File: src/rtl/core/cmas_pkg.sv
package cmas_pkg;

  localparam int CountWidthDefault = 32;
  localparam int ClipW             = 28;
  localparam int OutW              = 32;
  localparam int OpW               = 4;
  localparam int CharW             = 8;
  localparam int QueueDepth        = 2;

  localparam logic [OpW-1:0] OpMatch    = 4'd0;
  localparam logic [OpW-1:0] OpInsert   = 4'd1;
  localparam logic [OpW-1:0] OpDelete   = 4'd2;
  localparam logic [OpW-1:0] OpSoftClip = 4'd4;

  localparam logic [CharW-1:0] CharNul   = 8'h00;
  localparam logic [CharW-1:0] CharCaret = 8'h5E;
  localparam logic [CharW-1:0] CharZero  = 8'h30;
  localparam logic [CharW-1:0] CharNine  = 8'h39;

  typedef enum logic [3:0] {
    KindMatch,
    KindInsert,
    KindDelete,
    KindClip,
    KindOtherOp,
    KindDigit,
    KindCaret,
    KindSubst,
    KindNone
  } kind_e;

  typedef struct packed {
    kind_e             kind;
    logic [ClipW-1:0]  length;
    logic              last;
  } cmd_t;

endpackage

File: src/rtl/core/cigar_md_alignment_stats.sv
// Throughput: one item per cycle, sustained, while results are taken as produced.
// A record's result is registered when its final item leaves the two-entry queue
//   between classifier and accumulator and is taken by the accumulator.
// A stalled result holds the accumulator only on the next record-end item.
// Reset (rst_ni low, asynchronous): totals and clips clear, queue empties,
//   no result pending; the block is ready for items as soon as reset is released.
module cigar_md_alignment_stats #(
  parameter int CountWidth = cmas_pkg::CountWidthDefault
) (
  input  logic                       clk_i,
  input  logic                       rst_ni,
  input  logic                       in_valid_i,
  output logic                       in_ready_o,
  input  logic                       mode_i,
  input  logic [cmas_pkg::OpW-1:0]   cigar_op_i,
  input  logic [cmas_pkg::ClipW-1:0] cigar_length_i,
  input  logic [cmas_pkg::CharW-1:0] md_char_i,
  input  logic                       record_end_i,
  output logic                       out_valid_o,
  input  logic                       out_ready_i,
  output logic [cmas_pkg::ClipW-1:0] clip_start_o,
  output logic [cmas_pkg::ClipW-1:0] clip_end_o,
  output logic [cmas_pkg::OutW-1:0]  match_total_o,
  output logic [cmas_pkg::OutW-1:0]  insert_total_o,
  output logic [cmas_pkg::OutW-1:0]  delete_total_o,
  output logic [cmas_pkg::OutW-1:0]  substitution_total_o
);
  import cmas_pkg::*;

  cmd_t front_cmd, back_cmd;
  logic front_valid, front_ready;
  logic back_valid, back_ready;

  cmas_front u_front (
    .mode_i         (mode_i),
    .cigar_op_i     (cigar_op_i),
    .cigar_length_i (cigar_length_i),
    .md_char_i      (md_char_i),
    .record_end_i   (record_end_i),
    .in_valid_i     (in_valid_i),
    .in_ready_o     (in_ready_o),
    .cmd_o          (front_cmd),
    .cmd_valid_o    (front_valid),
    .cmd_ready_i    (front_ready)
  );

  cmas_queue u_queue (
    .clk_i   (clk_i),
    .rst_ni  (rst_ni),
    .data_i  (front_cmd),
    .valid_i (front_valid),
    .ready_o (front_ready),
    .data_o  (back_cmd),
    .valid_o (back_valid),
    .ready_i (back_ready)
  );

  cmas_back #(
    .CountWidth (CountWidth)
  ) u_back (
    .clk_i                (clk_i),
    .rst_ni               (rst_ni),
    .cmd_i                (back_cmd),
    .cmd_valid_i          (back_valid),
    .cmd_ready_o          (back_ready),
    .out_valid_o          (out_valid_o),
    .out_ready_i          (out_ready_i),
    .clip_start_o         (clip_start_o),
    .clip_end_o           (clip_end_o),
    .match_total_o        (match_total_o),
    .insert_total_o       (insert_total_o),
    .delete_total_o       (delete_total_o),
    .substitution_total_o (substitution_total_o)
  );

endmodule

File: src/rtl/core/cmas_front.sv
module cmas_front (
  input  logic                     mode_i,
  input  logic [cmas_pkg::OpW-1:0]   cigar_op_i,
  input  logic [cmas_pkg::ClipW-1:0] cigar_length_i,
  input  logic [cmas_pkg::CharW-1:0] md_char_i,
  input  logic                     record_end_i,
  input  logic                     in_valid_i,
  output logic                     in_ready_o,
  output cmas_pkg::cmd_t           cmd_o,
  output logic                     cmd_valid_o,
  input  logic                     cmd_ready_i
);
  import cmas_pkg::*;

  kind_e kind;

  always_comb begin
    if (!mode_i) begin
      unique case (cigar_op_i)
        OpMatch:    kind = KindMatch;
        OpInsert:   kind = KindInsert;
        OpDelete:   kind = KindDelete;
        OpSoftClip: kind = KindClip;
        default:    kind = KindOtherOp;
      endcase
    end else begin
      priority if (md_char_i == CharNul) begin
        kind = KindNone;
      end else if (md_char_i >= CharZero && md_char_i <= CharNine) begin
        kind = KindDigit;
      end else if (md_char_i == CharCaret) begin
        kind = KindCaret;
      end else begin
        kind = KindSubst;
      end
    end
  end

  assign cmd_o.kind   = kind;
  assign cmd_o.length = cigar_length_i;
  assign cmd_o.last   = record_end_i;
  assign cmd_valid_o  = in_valid_i;
  assign in_ready_o   = cmd_ready_i;

endmodule

File: src/rtl/core/cmas_queue.sv
module cmas_queue (
  input  logic           clk_i,
  input  logic           rst_ni,
  input  cmas_pkg::cmd_t data_i,
  input  logic           valid_i,
  output logic           ready_o,
  output cmas_pkg::cmd_t data_o,
  output logic           valid_o,
  input  logic           ready_i
);
  import cmas_pkg::*;

  localparam int PtrW = (QueueDepth > 1) ? $clog2(QueueDepth) : 1;
  localparam int CntW = $clog2(QueueDepth + 1);

  cmd_t            mem_q [QueueDepth];
  logic [PtrW-1:0] wr_ptr_q, wr_ptr_d;
  logic [PtrW-1:0] rd_ptr_q, rd_ptr_d;
  logic [CntW-1:0] count_q, count_d;
  logic            push, pop;

  assign ready_o = (count_q != CntW'(QueueDepth));
  assign valid_o = (count_q != '0);
  assign data_o  = mem_q[rd_ptr_q];
  assign push    = valid_i && ready_o;
  assign pop     = valid_o && ready_i;

  always_comb begin
    wr_ptr_d = wr_ptr_q;
    rd_ptr_d = rd_ptr_q;
    count_d  = count_q;
    if (push) begin
      wr_ptr_d = (wr_ptr_q == PtrW'(QueueDepth - 1)) ? '0 : wr_ptr_q + 1'b1;
    end
    if (pop) begin
      rd_ptr_d = (rd_ptr_q == PtrW'(QueueDepth - 1)) ? '0 : rd_ptr_q + 1'b1;
    end
    if (push && !pop) begin
      count_d = count_q + 1'b1;
    end else if (pop && !push) begin
      count_d = count_q - 1'b1;
    end
  end

  always_ff @(posedge clk_i or negedge rst_ni) begin
    if (!rst_ni) begin
      wr_ptr_q <= '0;
      rd_ptr_q <= '0;
      count_q  <= '0;
    end else begin
      wr_ptr_q <= wr_ptr_d;
      rd_ptr_q <= rd_ptr_d;
      count_q  <= count_d;
    end
  end

  always_ff @(posedge clk_i) begin
    if (push) begin
      mem_q[wr_ptr_q] <= data_i;
    end
  end

endmodule

File: src/rtl/core/cmas_back.sv
module cmas_back #(
  parameter int CountWidth = cmas_pkg::CountWidthDefault
) (
  input  logic                       clk_i,
  input  logic                       rst_ni,
  input  cmas_pkg::cmd_t             cmd_i,
  input  logic                       cmd_valid_i,
  output logic                       cmd_ready_o,
  output logic                       out_valid_o,
  input  logic                       out_ready_i,
  output logic [cmas_pkg::ClipW-1:0] clip_start_o,
  output logic [cmas_pkg::ClipW-1:0] clip_end_o,
  output logic [cmas_pkg::OutW-1:0]  match_total_o,
  output logic [cmas_pkg::OutW-1:0]  insert_total_o,
  output logic [cmas_pkg::OutW-1:0]  delete_total_o,
  output logic [cmas_pkg::OutW-1:0]  substitution_total_o
);
  import cmas_pkg::*;

  localparam int SumW = ((CountWidth > ClipW) ? CountWidth : ClipW) + 1;
  localparam int ExtW = (CountWidth > OutW) ? CountWidth : OutW;
  localparam logic [SumW-1:0] TopW = {{(SumW - CountWidth){1'b0}}, {CountWidth{1'b1}}};

  function automatic logic [OutW-1:0] to_out(input logic [CountWidth-1:0] s);
    logic [ExtW-1:0] e;
    e = ExtW'(s);
    return e[OutW-1:0];
  endfunction

  logic [ClipW-1:0]      first_clip_q, first_clip_d, first_clip_n;
  logic [ClipW-1:0]      last_clip_q, last_clip_d, last_clip_n;
  logic [CountWidth-1:0] match_q, match_d, match_n;
  logic [CountWidth-1:0] insert_q, insert_d, insert_n;
  logic [CountWidth-1:0] delete_q, delete_d, delete_n;
  logic [CountWidth-1:0] subst_q, subst_d, subst_n;
  logic                  await_q, await_d, await_n;
  logic                  in_del_q, in_del_d, in_del_n;
  logic                  out_valid_q, out_valid_d;
  logic                  pop;

  logic [CountWidth-1:0] add_a;
  logic [ClipW-1:0]      add_b;
  logic [SumW-1:0]       add_raw;
  logic [CountWidth-1:0] add_sat;
  logic [ClipW-1:0]      clip;

  logic [ClipW-1:0] res_clip_start_q, res_clip_end_q;
  logic [OutW-1:0]  res_match_q, res_insert_q, res_delete_q, res_subst_q;

  assign cmd_ready_o = !cmd_i.last || !out_valid_q || out_ready_i;
  assign pop         = cmd_valid_i && cmd_ready_o;

  // one shared saturating adder, at most one total accumulated per transaction
  always_comb begin
    unique case (cmd_i.kind)
      KindMatch:  add_a = match_q;
      KindInsert: add_a = insert_q;
      KindDelete: add_a = delete_q;
      default:    add_a = subst_q;
    endcase
    add_b   = (cmd_i.kind == KindSubst) ? ClipW'(1) : cmd_i.length;
    add_raw = SumW'(add_a) + SumW'(add_b);
    add_sat = (add_raw > TopW) ? TopW[CountWidth-1:0] : add_raw[CountWidth-1:0];
    clip    = (cmd_i.kind == KindClip) ? cmd_i.length : '0;
  end

  always_comb begin
    first_clip_n = first_clip_q;
    last_clip_n  = last_clip_q;
    match_n      = match_q;
    insert_n     = insert_q;
    delete_n     = delete_q;
    subst_n      = subst_q;
    await_n      = await_q;
    in_del_n     = in_del_q;
    unique case (cmd_i.kind)
      KindMatch, KindInsert, KindDelete, KindClip, KindOtherOp: begin
        if (await_q) begin
          first_clip_n = clip;
          await_n      = 1'b0;
        end
        last_clip_n = clip;
        if (cmd_i.kind == KindMatch) match_n = add_sat;
        if (cmd_i.kind == KindInsert) insert_n = add_sat;
        if (cmd_i.kind == KindDelete) delete_n = add_sat;
      end
      KindDigit: in_del_n = 1'b0;
      KindCaret: in_del_n = 1'b1;
      KindSubst: begin
        if (!in_del_q) subst_n = add_sat;
      end
      default: ;
    endcase
  end

  always_comb begin
    first_clip_d = first_clip_q;
    last_clip_d  = last_clip_q;
    match_d      = match_q;
    insert_d     = insert_q;
    delete_d     = delete_q;
    subst_d      = subst_q;
    await_d      = await_q;
    in_del_d     = in_del_q;
    if (pop) begin
      if (cmd_i.last) begin
        first_clip_d = '0;
        last_clip_d  = '0;
        match_d      = '0;
        insert_d     = '0;
        delete_d     = '0;
        subst_d      = '0;
        await_d      = 1'b1;
        in_del_d     = 1'b0;
      end else begin
        first_clip_d = first_clip_n;
        last_clip_d  = last_clip_n;
        match_d      = match_n;
        insert_d     = insert_n;
        delete_d     = delete_n;
        subst_d      = subst_n;
        await_d      = await_n;
        in_del_d     = in_del_n;
      end
    end
    if (pop && cmd_i.last) begin
      out_valid_d = 1'b1;
    end else if (out_ready_i) begin
      out_valid_d = 1'b0;
    end else begin
      out_valid_d = out_valid_q;
    end
  end

  always_ff @(posedge clk_i or negedge rst_ni) begin
    if (!rst_ni) begin
      first_clip_q <= '0;
      last_clip_q  <= '0;
      match_q      <= '0;
      insert_q     <= '0;
      delete_q     <= '0;
      subst_q      <= '0;
      await_q      <= 1'b1;
      in_del_q     <= 1'b0;
      out_valid_q  <= 1'b0;
    end else begin
      first_clip_q <= first_clip_d;
      last_clip_q  <= last_clip_d;
      match_q      <= match_d;
      insert_q     <= insert_d;
      delete_q     <= delete_d;
      subst_q      <= subst_d;
      await_q      <= await_d;
      in_del_q     <= in_del_d;
      out_valid_q  <= out_valid_d;
    end
  end

  always_ff @(posedge clk_i) begin
    if (pop && cmd_i.last) begin
      res_clip_start_q <= first_clip_n;
      res_clip_end_q   <= last_clip_n;
      res_match_q      <= to_out(match_n);
      res_insert_q     <= to_out(insert_n);
      res_delete_q     <= to_out(delete_n);
      res_subst_q      <= to_out(subst_n);
    end
  end

  assign out_valid_o          = out_valid_q;
  assign clip_start_o         = res_clip_start_q;
  assign clip_end_o           = res_clip_end_q;
  assign match_total_o        = res_match_q;
  assign insert_total_o       = res_insert_q;
  assign delete_total_o       = res_delete_q;
  assign substitution_total_o = res_subst_q;

endmodule

File: config.mk
export PLATFORM = sky130hd
export DESIGN_NAME = cigar_md_alignment_stats
export DESIGN_NICKNAME = d
export VERILOG_FILES = /design/src/rtl/core/cmas_pkg.sv /design/src/rtl/core/cigar_md_alignment_stats.sv /design/src/rtl/core/cmas_front.sv /design/src/rtl/core/cmas_queue.sv /design/src/rtl/core/cmas_back.sv
export SDC_FILE = /design/constraint.sdc
export NUM_CORES = 1
export LEC_CHECK = 0
export BUFFER_PORTS_ARGS = -buffer_cell sky130_fd_sc_hd__buf_2
export CAP_MARGIN = 20
export CELL_PAD_IN_SITES_DETAIL_PLACEMENT = 1
export CELL_PAD_IN_SITES_GLOBAL_PLACEMENT = 1
export CORE_MARGIN = 2
export CORE_UTILIZATION = 52
export CTS_BUF_LIST = sky130_fd_sc_hd__clkbuf_2 sky130_fd_sc_hd__clkbuf_4 sky130_fd_sc_hd__clkbuf_8
export DETAILED_ROUTE_END_ITERATION = 12
export GPL_TIMING_DRIVEN = 0
export PLACE_DENSITY = 0.91
export SLEW_MARGIN = 20
export SYNTH_ARGS = -nofsm -noshare
export SYNTH_HDL_FRONTEND = slang
export SYNTH_SLANG_ARGS = --single-unit
File: constraint.sdc
create_clock -name clk_i -period 21.8 [get_ports clk_i]
set_input_delay 4.36 -clock clk_i [delete_from_list [all_inputs] [get_ports clk_i]]
set_output_delay 4.36 -clock clk_i [all_outputs]
set_load 0.02 [all_outputs]
==> flow_summary.rst, run 1 <==
.. list-table::
   :header-rows: 1

   * - Metric
     - Value
   * - Data arrival time of the critical path
     - 7.28 ns
   * - Run status
     - finished clean
   * - Full die area
     - 39100 um2
   * - Total negative slack for setup checks
     - 0 ns
   * - Clock latency at the later pin of the worst-skew pair
     - 0.68 ns
   * - Synth async-reset ratio
     - 0.433
   * - Final Skew
     - 0.0341 ns
   * - WP data required
     - between 20 and 25 ns
   * - Die outline width
     - 198 um
   * - Synthesis warning total
     - 0
   * - Peak Freq
     - 0.144 GHz
   * - Max-slew violation count
     - 0
   * - Part of the Yosys area used for sequential elements
     - 0.630
   * - Wire length of the first global-routing pass
     - about 110000 um
   * - Rows
     - 70
   * - Cell Area, Synth
     - ~19000 um2
   * - Mean number of vias per cell
     - roughly 6.5
   * - Maximum buffer depth of the clock tree
     - 3
   * - Placer Congestion
     - between 0.9 and 1
   * - Number of top-level pins
     - between 200 and 250
   * - Flip-flop and latch area
     - 12300 um2
   * - Count of max-cap constraint violations
     - 0
   * - Post-CTS sizing
     - 0
   * - Max H-tree Level
     - 3
   * - Start-to-end type of the worst setup path
     - reg2reg
   * - Initial antenna violation count
     - 0
   * - Pwr Density
     - 162 nW/um2
   * - Number of global-route vias before repair
     - 18103
   * - Number of setup violations in the final report
     - 0
   * - Number of diodes added for antenna fixing
     - 0
   * - Ratio of cells with drive above 1 in the final layout
     - 0.188
   * - Multi-input logic area
     - 6720 um2
   * - Clock root buffer
     - clkbuf_8
   * - CP Max Fanout
     - 10
   * - Final-stage net count
     - 2192
   * - Post-synth top cells
     - 384 x nand2_1, 292 x o21ai_0, 250 x edfxtp_1
   * - Transition time at the pin with the least slew margin
     - 1.15 ns
   * - Cts bufs inserted
     - 73
   * - Initial standard-cell utilization of the core
     - 0.530
   * - Setup repair bufs after CTS
     - 0
   * - Cell taking the most area after synthesis
     - edfxtp_1
   * - Worst slew margin relative to its limit
     - 0.230
   * - Fin crit period
     - 6.93 ns
   * - Vias after detailed routing
     - 17258
   * - VDD IR-drop max
     - 0.0859 mV
   * - Setup crit end kind
     - flop
   * - Initial DRC count
     - around 1900
   * - Mean post-synth cell area
     - around 11 um2
   * - Most area-consuming cells after synthesis
     - edfxtp_1 39%, dfrtp_1 24%, o21ai_0 7.5%
   * - Fill cell count
     - 4006
   * - Most common cell in the synthesized netlist
     - nand2_1
   * - Post-synthesis cell type count
     - 65
   * - Area fraction of the dominant cell type after synthesis
     - 0.385
   * - Cells after Synth
     - 1799
   * - Startpoint kind of the worst setup timing path
     - flop
   * - TritonRoute pass-1 iters
     - 6
   * - CTS clk-pin slew, worst paths
     - 0.06 ns
   * - Number of hold-slack violations in the final timing report
     - 0
   * - Post-Route Hold Slack
     - about 0.5 ns
   * - Count of buffers from port buffering
     - 231
   * - Grt total ovfl
     - 0
   * - Total global-route track usage
     - 0.370
   * - Die span in y
     - 198 um
   * - Post-DR wirelength/cell
     - 27.0 um
   * - Post-synthesis net count
     - 1875
   * - Clock tree from TritonCTS
     - yes
   * - Maximum number of pins on one net before global-route repair
     - 95
   * - Clock Sinks
     - approximately 440
   * - Final cycle utilization of the critical path
     - 0.318
   * - Final HPWL from detailed placement
     - 48400 um
   * - Total routed wirelength
     - 71300 um
   * - Count of unresolved DRC violations after routing
     - 0
   * - Flops & latches, synth
     - 441
   * - Commonest register cell after synthesis
     - edfxtp_1
   * - Area delta synth->final
     - 18.2%
   * - Leakage power figure
     - 9.50 nW
   * - Count of flip-flops with a built-in enable after synthesis
     - between 200 and 300
   * - CORE AREA
     - 36800 um2
   * - Final ANT Viol Nets
     - 0
   * - Setup repair after global routing missed its margin
     - no
   * - Class of the tightest hold or removal check
     - reg2reg
   * - Hold buffer count at CTS
     - 0
critical path, stage by stage, from the launching register on:
cell       delay [ns]
dfrtp_1          0.47
buf_2            0.29
nor2b_1          0.11
a21oi_2          0.44
clkbuf_1         0.67
buf_1            0.70
nand2_1          0.12
a21oi_1          0.17
a21oi_1          0.09
o21ai_0          0.43
ha_1             0.32
clkbuf_1         0.26
a211oi_1         0.39
o21ai_0          0.25
o2111ai_1        0.24
a31oi_1          0.19
nor3_1           0.29
a211oi_2         0.16
o211a_1          0.24
nor3_2           0.50
o21ai_0          0.27
sequential cells by signal (all words and copies together), names as in the netlist, 2 cells and up:
name                         cells
u_back.clip_end_o               28
u_back.clip_start_o             28
u_back.delete_q                 32
u_back.delete_total_o           32
u_back.first_clip_q             28
u_back.insert_q                 32
u_back.insert_total_o           32
u_back.last_clip_q              28
u_back.match_q                  32
u_back.match_total_o            32
u_back.subst_q                  32
u_back.substitution_total_o     32
u_queue.count_q                  2
u_queue.mem_q                   66
layout make-up:
cell class	instances	area share
Inverter	10	0.00163
Multi-Input combinational cell	1230	0.292
Sequential cell	441	0.533
Clock inverter	29	0.00983
Clock buffer	106	0.0560
Timing Repair Buffer	242	0.0621
Buffer	118	0.0201
Tap cell	468	0.0254
per-layer routing:
layer	global-route usage	wire length, um
met1	0.456	26000
met2	0.597	33900
met3	0.0787	6790
met4	0.237	4640
met5	0	0
per-stage QoR:
stage / setup slack, ns / total power [mW] / utilization / cell area, um2 / std cells
finish: 14.87 / 3.73 / 0.626 / 23000 / 2644
global route: 14.65 / 3.86 / 0.626 / 23000 / 2644
CTS: 15.10 / 3.69 / 0.626 / 23000 / 2644
detailed placement: 14.47 / 2.88 / 0.585 / 21500 / 2509
global placement: 5.31 / 2.80 / 0.577 / 21200 / 2498
floorplan: 8.46 / 2.25 / - / 19500 / 1799
worst paths after layout:
path                                      from                        end  slack (ns)  cells after the start
hold / removal             u_back.insert_q[12]        u_back.insert_q[12]        0.51                      2
setup reg to reg              u_queue.rd_ptr_q  u_back.insert_total_o[29]       14.87                     20
max in group asynchronous               rst_ni          u_back.subst_q[5]       17.10                      3
min in group asynchronous               rst_ni     u_back.last_clip_q[25]        3.47                      1
setup / recovery              u_queue.rd_ptr_q  u_back.insert_total_o[29]       14.87                     20
hold reg to reg            u_back.insert_q[12]        u_back.insert_q[12]        0.51                      2
cell usage in the layout, fill, tap and decap left out, drive strengths merged, types with 4 or more instances in the layout:
| master | instances |
|---|---|
| and3 | 5 |
| mux2i | 35 |
| nor2 | 107 |
| o211ai | 4 |
| ha | 29 |
| nand2 | 384 |
| clkinv | 20 |
| clkbuf | 199 |
| inv | 13 |
| o21a | 7 |
| nor3 | 15 |
| a31oi | 12 |
| a32o | 6 |
| xnor2 | 22 |
| nand3 | 11 |
| nand4 | 5 |
| xor2 | 9 |
| nand2b | 7 |
| nor2b | 5 |
| nor4 | 5 |
| a21oi | 115 |
| o21ai | 301 |
| o31ai | 29 |
| mux2 | 6 |
| buf | 267 |
| dfrtp | 190 |
| a21o | 15 |
| a22o | 59 |
| edfxtp | 250 |
logic make-up after synthesis:
group	after synthesis	synth area share
compound gates	575	0.174
simple gates	553	0.114
flops	441	0.630
buf+inv	128	0.0257
mux	41	0.0216
xor+xnor	31	0.0139
fa+ha+maj	30	0.0196
report_power, final:
group	total [mW]	switching [mW]	internal, mW
clock network	0.779	0.360	0.419
registers	1.33	0.121	1.20
logic	1.62	1.23	0.390
Power figures use the tool's default switching activity.
==> run 2, diff against run 1 <==
--- a/config.mk
+++ b/config.mk
@@ -10,11 +10,11 @@
 export CELL_PAD_IN_SITES_DETAIL_PLACEMENT = 1
 export CELL_PAD_IN_SITES_GLOBAL_PLACEMENT = 1
 export CORE_MARGIN = 2
-export CORE_UTILIZATION = 52
+export CORE_UTILIZATION = 48
 export CTS_BUF_LIST = sky130_fd_sc_hd__clkbuf_2 sky130_fd_sc_hd__clkbuf_4 sky130_fd_sc_hd__clkbuf_8
 export DETAILED_ROUTE_END_ITERATION = 12
 export GPL_TIMING_DRIVEN = 0
-export PLACE_DENSITY = 0.91
+export PLACE_DENSITY = 0.85
 export SLEW_MARGIN = 20
 export SYNTH_ARGS = -nofsm -noshare
 export SYNTH_HDL_FRONTEND = slang
==> constraint.sdc (replaced) <==
create_clock -name clk_i -period 6.6 [get_ports clk_i]
set_input_delay 1.32 -clock clk_i [delete_from_list [all_inputs] [get_ports clk_i]]
set_output_delay 1.32 -clock clk_i [all_outputs]
set_load 0.02 [all_outputs]
==> run 2 against run 1 <==
Final area up 0.15%. Critical path type unchanged. Critical endpoint is now u_back.match_total_o[29]. Maximum frequency up 7.7%. Via count down 5.0%. Register-to-register slack worse by 15 ns. Die area up 8.2%. Count of clock-buffer cells in the layout down 7.
==> flow_summary.rst, run 2 (synthesis gave the netlist of run 1 again) <==
.. list-table::
   :header-rows: 1

   * - Metric
     - Value
   * - Run status
     - finished clean
   * - Full die area
     - 42200 um2 (+8.2%)
   * - Register ranked first by flip-flop count
     - u_queue.mem_q
   * - R2R depth
     - 20 (unchanged)
   * - Start-to-end type of the worst setup path
     - reg2reg
   * - Total routed wirelength
     - 67100 um (-6.0%)
   * - Standard cell area after detailed placement
     - 21600 um2 (+0.44%)
   * - Count of max-cap constraint violations
     - 0 (unchanged)
   * - Fin crit period
     - 6.43 ns (-0.498 ns)
   * - Hold Path Depth
     - 2 (unchanged)
   * - Total negative slack for setup checks
     - 0 ns (unchanged)
   * - Setup repair bufs after CTS
     - 0 (unchanged)
   * - Max H-tree Level
     - 3 (unchanged)
   * - Initial DRC count
     - 1415 (-27%)
   * - Leakage power figure
     - 9.47 nW (-0.29%)
   * - Ratio of cells with drive above 1 in the final layout
     - 0.187 (-0.00158)
   * - Initial standard-cell utilization of the core
     - 0.488 (-0.0415)
   * - Vias after detailed routing
     - 16390 (-5.0%)
   * - Hold buffer count at CTS
     - 0 (unchanged)
   * - Pwr Density
     - 523 nW/um2 (+220%)
   * - Clock Sinks
     - 441 (unchanged)
   * - Highest-count cells in the layout ignoring fill and taps
     - 384 x nand2_1, 292 x o21ai_0, 250 x edfxtp_1
   * - Final-stage net count
     - 2190 (-0.091%)
   * - Total global-route track usage
     - 0.322 (-0.0488)
   * - Transition time at the pin with the least slew margin
     - 1.16 ns (+0.00629 ns)
   * - Class of the tightest hold or removal check
     - reg2reg
   * - Max reg flops
     - 66 (unchanged)
   * - Maximum number of pins on one net before global-route repair
     - 85 (-11%)
   * - Rows
     - 73 (+4.3%)
   * - TritonRoute pass-1 iters
     - 6 (unchanged)
   * - Die outline width
     - 206 um (+4.0%)
   * - Setup crit end kind
     - flop
   * - Post-DR wirelength/cell
     - 24.8 um (-7.9%)
   * - Startpoint kind of the worst setup timing path
     - flop
   * - Area delta synth->final
     - 18.4%
   * - VDD IR-drop max
     - 0.239 mV (+180%)
   * - Mean number of vias per cell
     - 6.07 (-7.0%)
   * - Detailed route wirelength on metal3
     - 5390 um (-21%)
   * - Post-route standard cell area excluding fillers
     - 23100 um2 (+0.15%)
   * - Commonest non-fill, non-tap cell in the layout
     - nand2_1
   * - Data arrival time of the critical path
     - 6.79 ns (-0.49 ns)
   * - Peak Freq
     - 0.155 GHz (+7.7%)
   * - Top layer in use
     - met5
   * - Setup repair after global routing missed its margin
     - no
   * - Die span in y
     - 206 um (+4.0%)
   * - CP Max Fanout
     - 10 (unchanged)
   * - Count of buffers from port buffering
     - 231 (unchanged)
   * - Placer Congestion
     - 0.925 (+0.77%)
   * - Clock tree from TritonCTS
     - yes
   * - Cts bufs inserted
     - 71 (-2.7%)
   * - Post-CTS sizing
     - 0 (unchanged)
   * - Maximum buffer depth of the clock tree
     - 3 (unchanged)
   * - Clock latency at the later pin of the worst-skew pair
     - 0.67 ns (about the same)
   * - CTS clk-pin slew, worst paths
     - 0.07 ns (about the same)
   * - Number of setup violations in the final report
     - 0 (unchanged)
   * - Final Skew
     - 0.0390 ns (+0.00487 ns)
   * - Max-slew violation count
     - 0 (unchanged)
   * - CORE AREA
     - 39900 um2 (+8.5%)
   * - Final cycle utilization of the critical path
     - 0.975 (+0.657)
   * - Fill cell count
     - 4420 (+10%)
   * - Final ANT Viol Nets
     - 0 (unchanged)
   * - Worst slew margin relative to its limit
     - 0.226 (-0.00420)
   * - Grt total ovfl
     - 0 (unchanged)
   * - DRT met1 WL
     - 25900 um (-0.56%)
   * - Clock root buffer
     - clkbuf_8
   * - WP data required
     - 6.96 ns (-15.19 ns)
   * - Number of global-route vias before repair
     - 17324 (-4.3%)
   * - Final HPWL from detailed placement
     - 47100 um (-2.7%)
   * - Initial antenna violation count
     - 2 (+2)
   * - Number of hold-slack violations in the final timing report
     - 0 (unchanged)
   * - Count of unresolved DRC violations after routing
     - 0 (unchanged)
   * - Number of top-level pins
     - 232 (unchanged)
   * - Met2 Wirelength
     - 32500 um (-4.3%)
   * - Wire length of the first global-routing pass
     - 103000 um (-4.9%)
-- run 2: changes by cell type in the layout (fill, tap and decap cells not counted), sizes merged --
cell	change
inv	+1
bufinv	-1
clkbuf	-7
diode	+1
clkinv	+3
clkinvlp	+1
-- run 2: final cells by class --
cell class | count | area [um2] | area share
Sequential cell | 441 | 12300 | 0.532
Multi-Input combinational cell | 1230 | 6720 | 0.291
Timing Repair Buffer | 242 | 1450 | 0.0630
Clock buffer | 99 | 1220 | 0.0531
Tap cell | 525 | 657 | 0.0285
Buffer | 118 | 464 | 0.0201
Clock inverter | 33 | 228 | 0.00987
Inverter | 10 | 37.5 | 0.00163
Antenna cell | 1 | 2.50 | 0.000108
-- run 2: power by group --
part           switching [mW]  leakage [nW]  internal [mW]  total [mW]
clock network            1.17         0.765           1.30        2.47
logic                    3.94          3.64           1.30        5.25
registers               0.378          5.07           3.98        4.36
total                    5.49          9.47           6.58        12.1
-- run 2: per-layer routing --
metal	track usage	up-vias
li1	-	7111
met3	0.0608	248
met4	0.172	4
met5	0	-
met1	0.405	8226
met2	0.528	801
-- run 2: metrics by stage --
step	std cells	hold WS, ns	setup slack (ns)	util	power, mW
CTS	2698	0.509	0.343	0.578	12.0
finish	2699	0.506	0.165	0.578	12.1
global route	2698	0.524	0.00861	0.578	12.6
floorplan	1799	0.461	1.49	-	7.33
global placement	2555	0.475	0.140	0.534	9.14
detailed placement	2566	0.495	0.426	0.542	9.50
-- run 2: worst max-delay path: stages (launching register included) --
cell	delay (ns)
dfrtp_1	0.41
buf_2	0.27
nor2b_1	0.11
a21oi_2	0.42
clkbuf_1	0.72
buf_1	0.64
nand2_1	0.11
a21oi_1	0.15
a21oi_1	0.07
o21ai_0	0.39
ha_1	0.33
clkbuf_1	0.25
a211oi_1	0.27
o21ai_0	0.12
o2111ai_1	0.18
a31oi_1	0.18
nor3_1	0.29
a211oi_2	0.16
o211a_1	0.24
nor3_2	0.52
o21ai_0	0.28
-- run 2: worst paths after layout --
path                                     start                  endpoint  slack (ns)
hold reg to reg            u_back.insert_q[28]       u_back.insert_q[28]        0.51
max in group asynchronous               rst_ni         u_back.match_q[6]        5.28
setup reg to reg              u_queue.rd_ptr_q  u_back.match_total_o[29]        0.17
setup / recovery              u_queue.rd_ptr_q  u_back.match_total_o[29]        0.17
min in group asynchronous               rst_ni    u_back.last_clip_q[18]        0.52
hold / removal             u_back.insert_q[28]       u_back.insert_q[28]        0.51
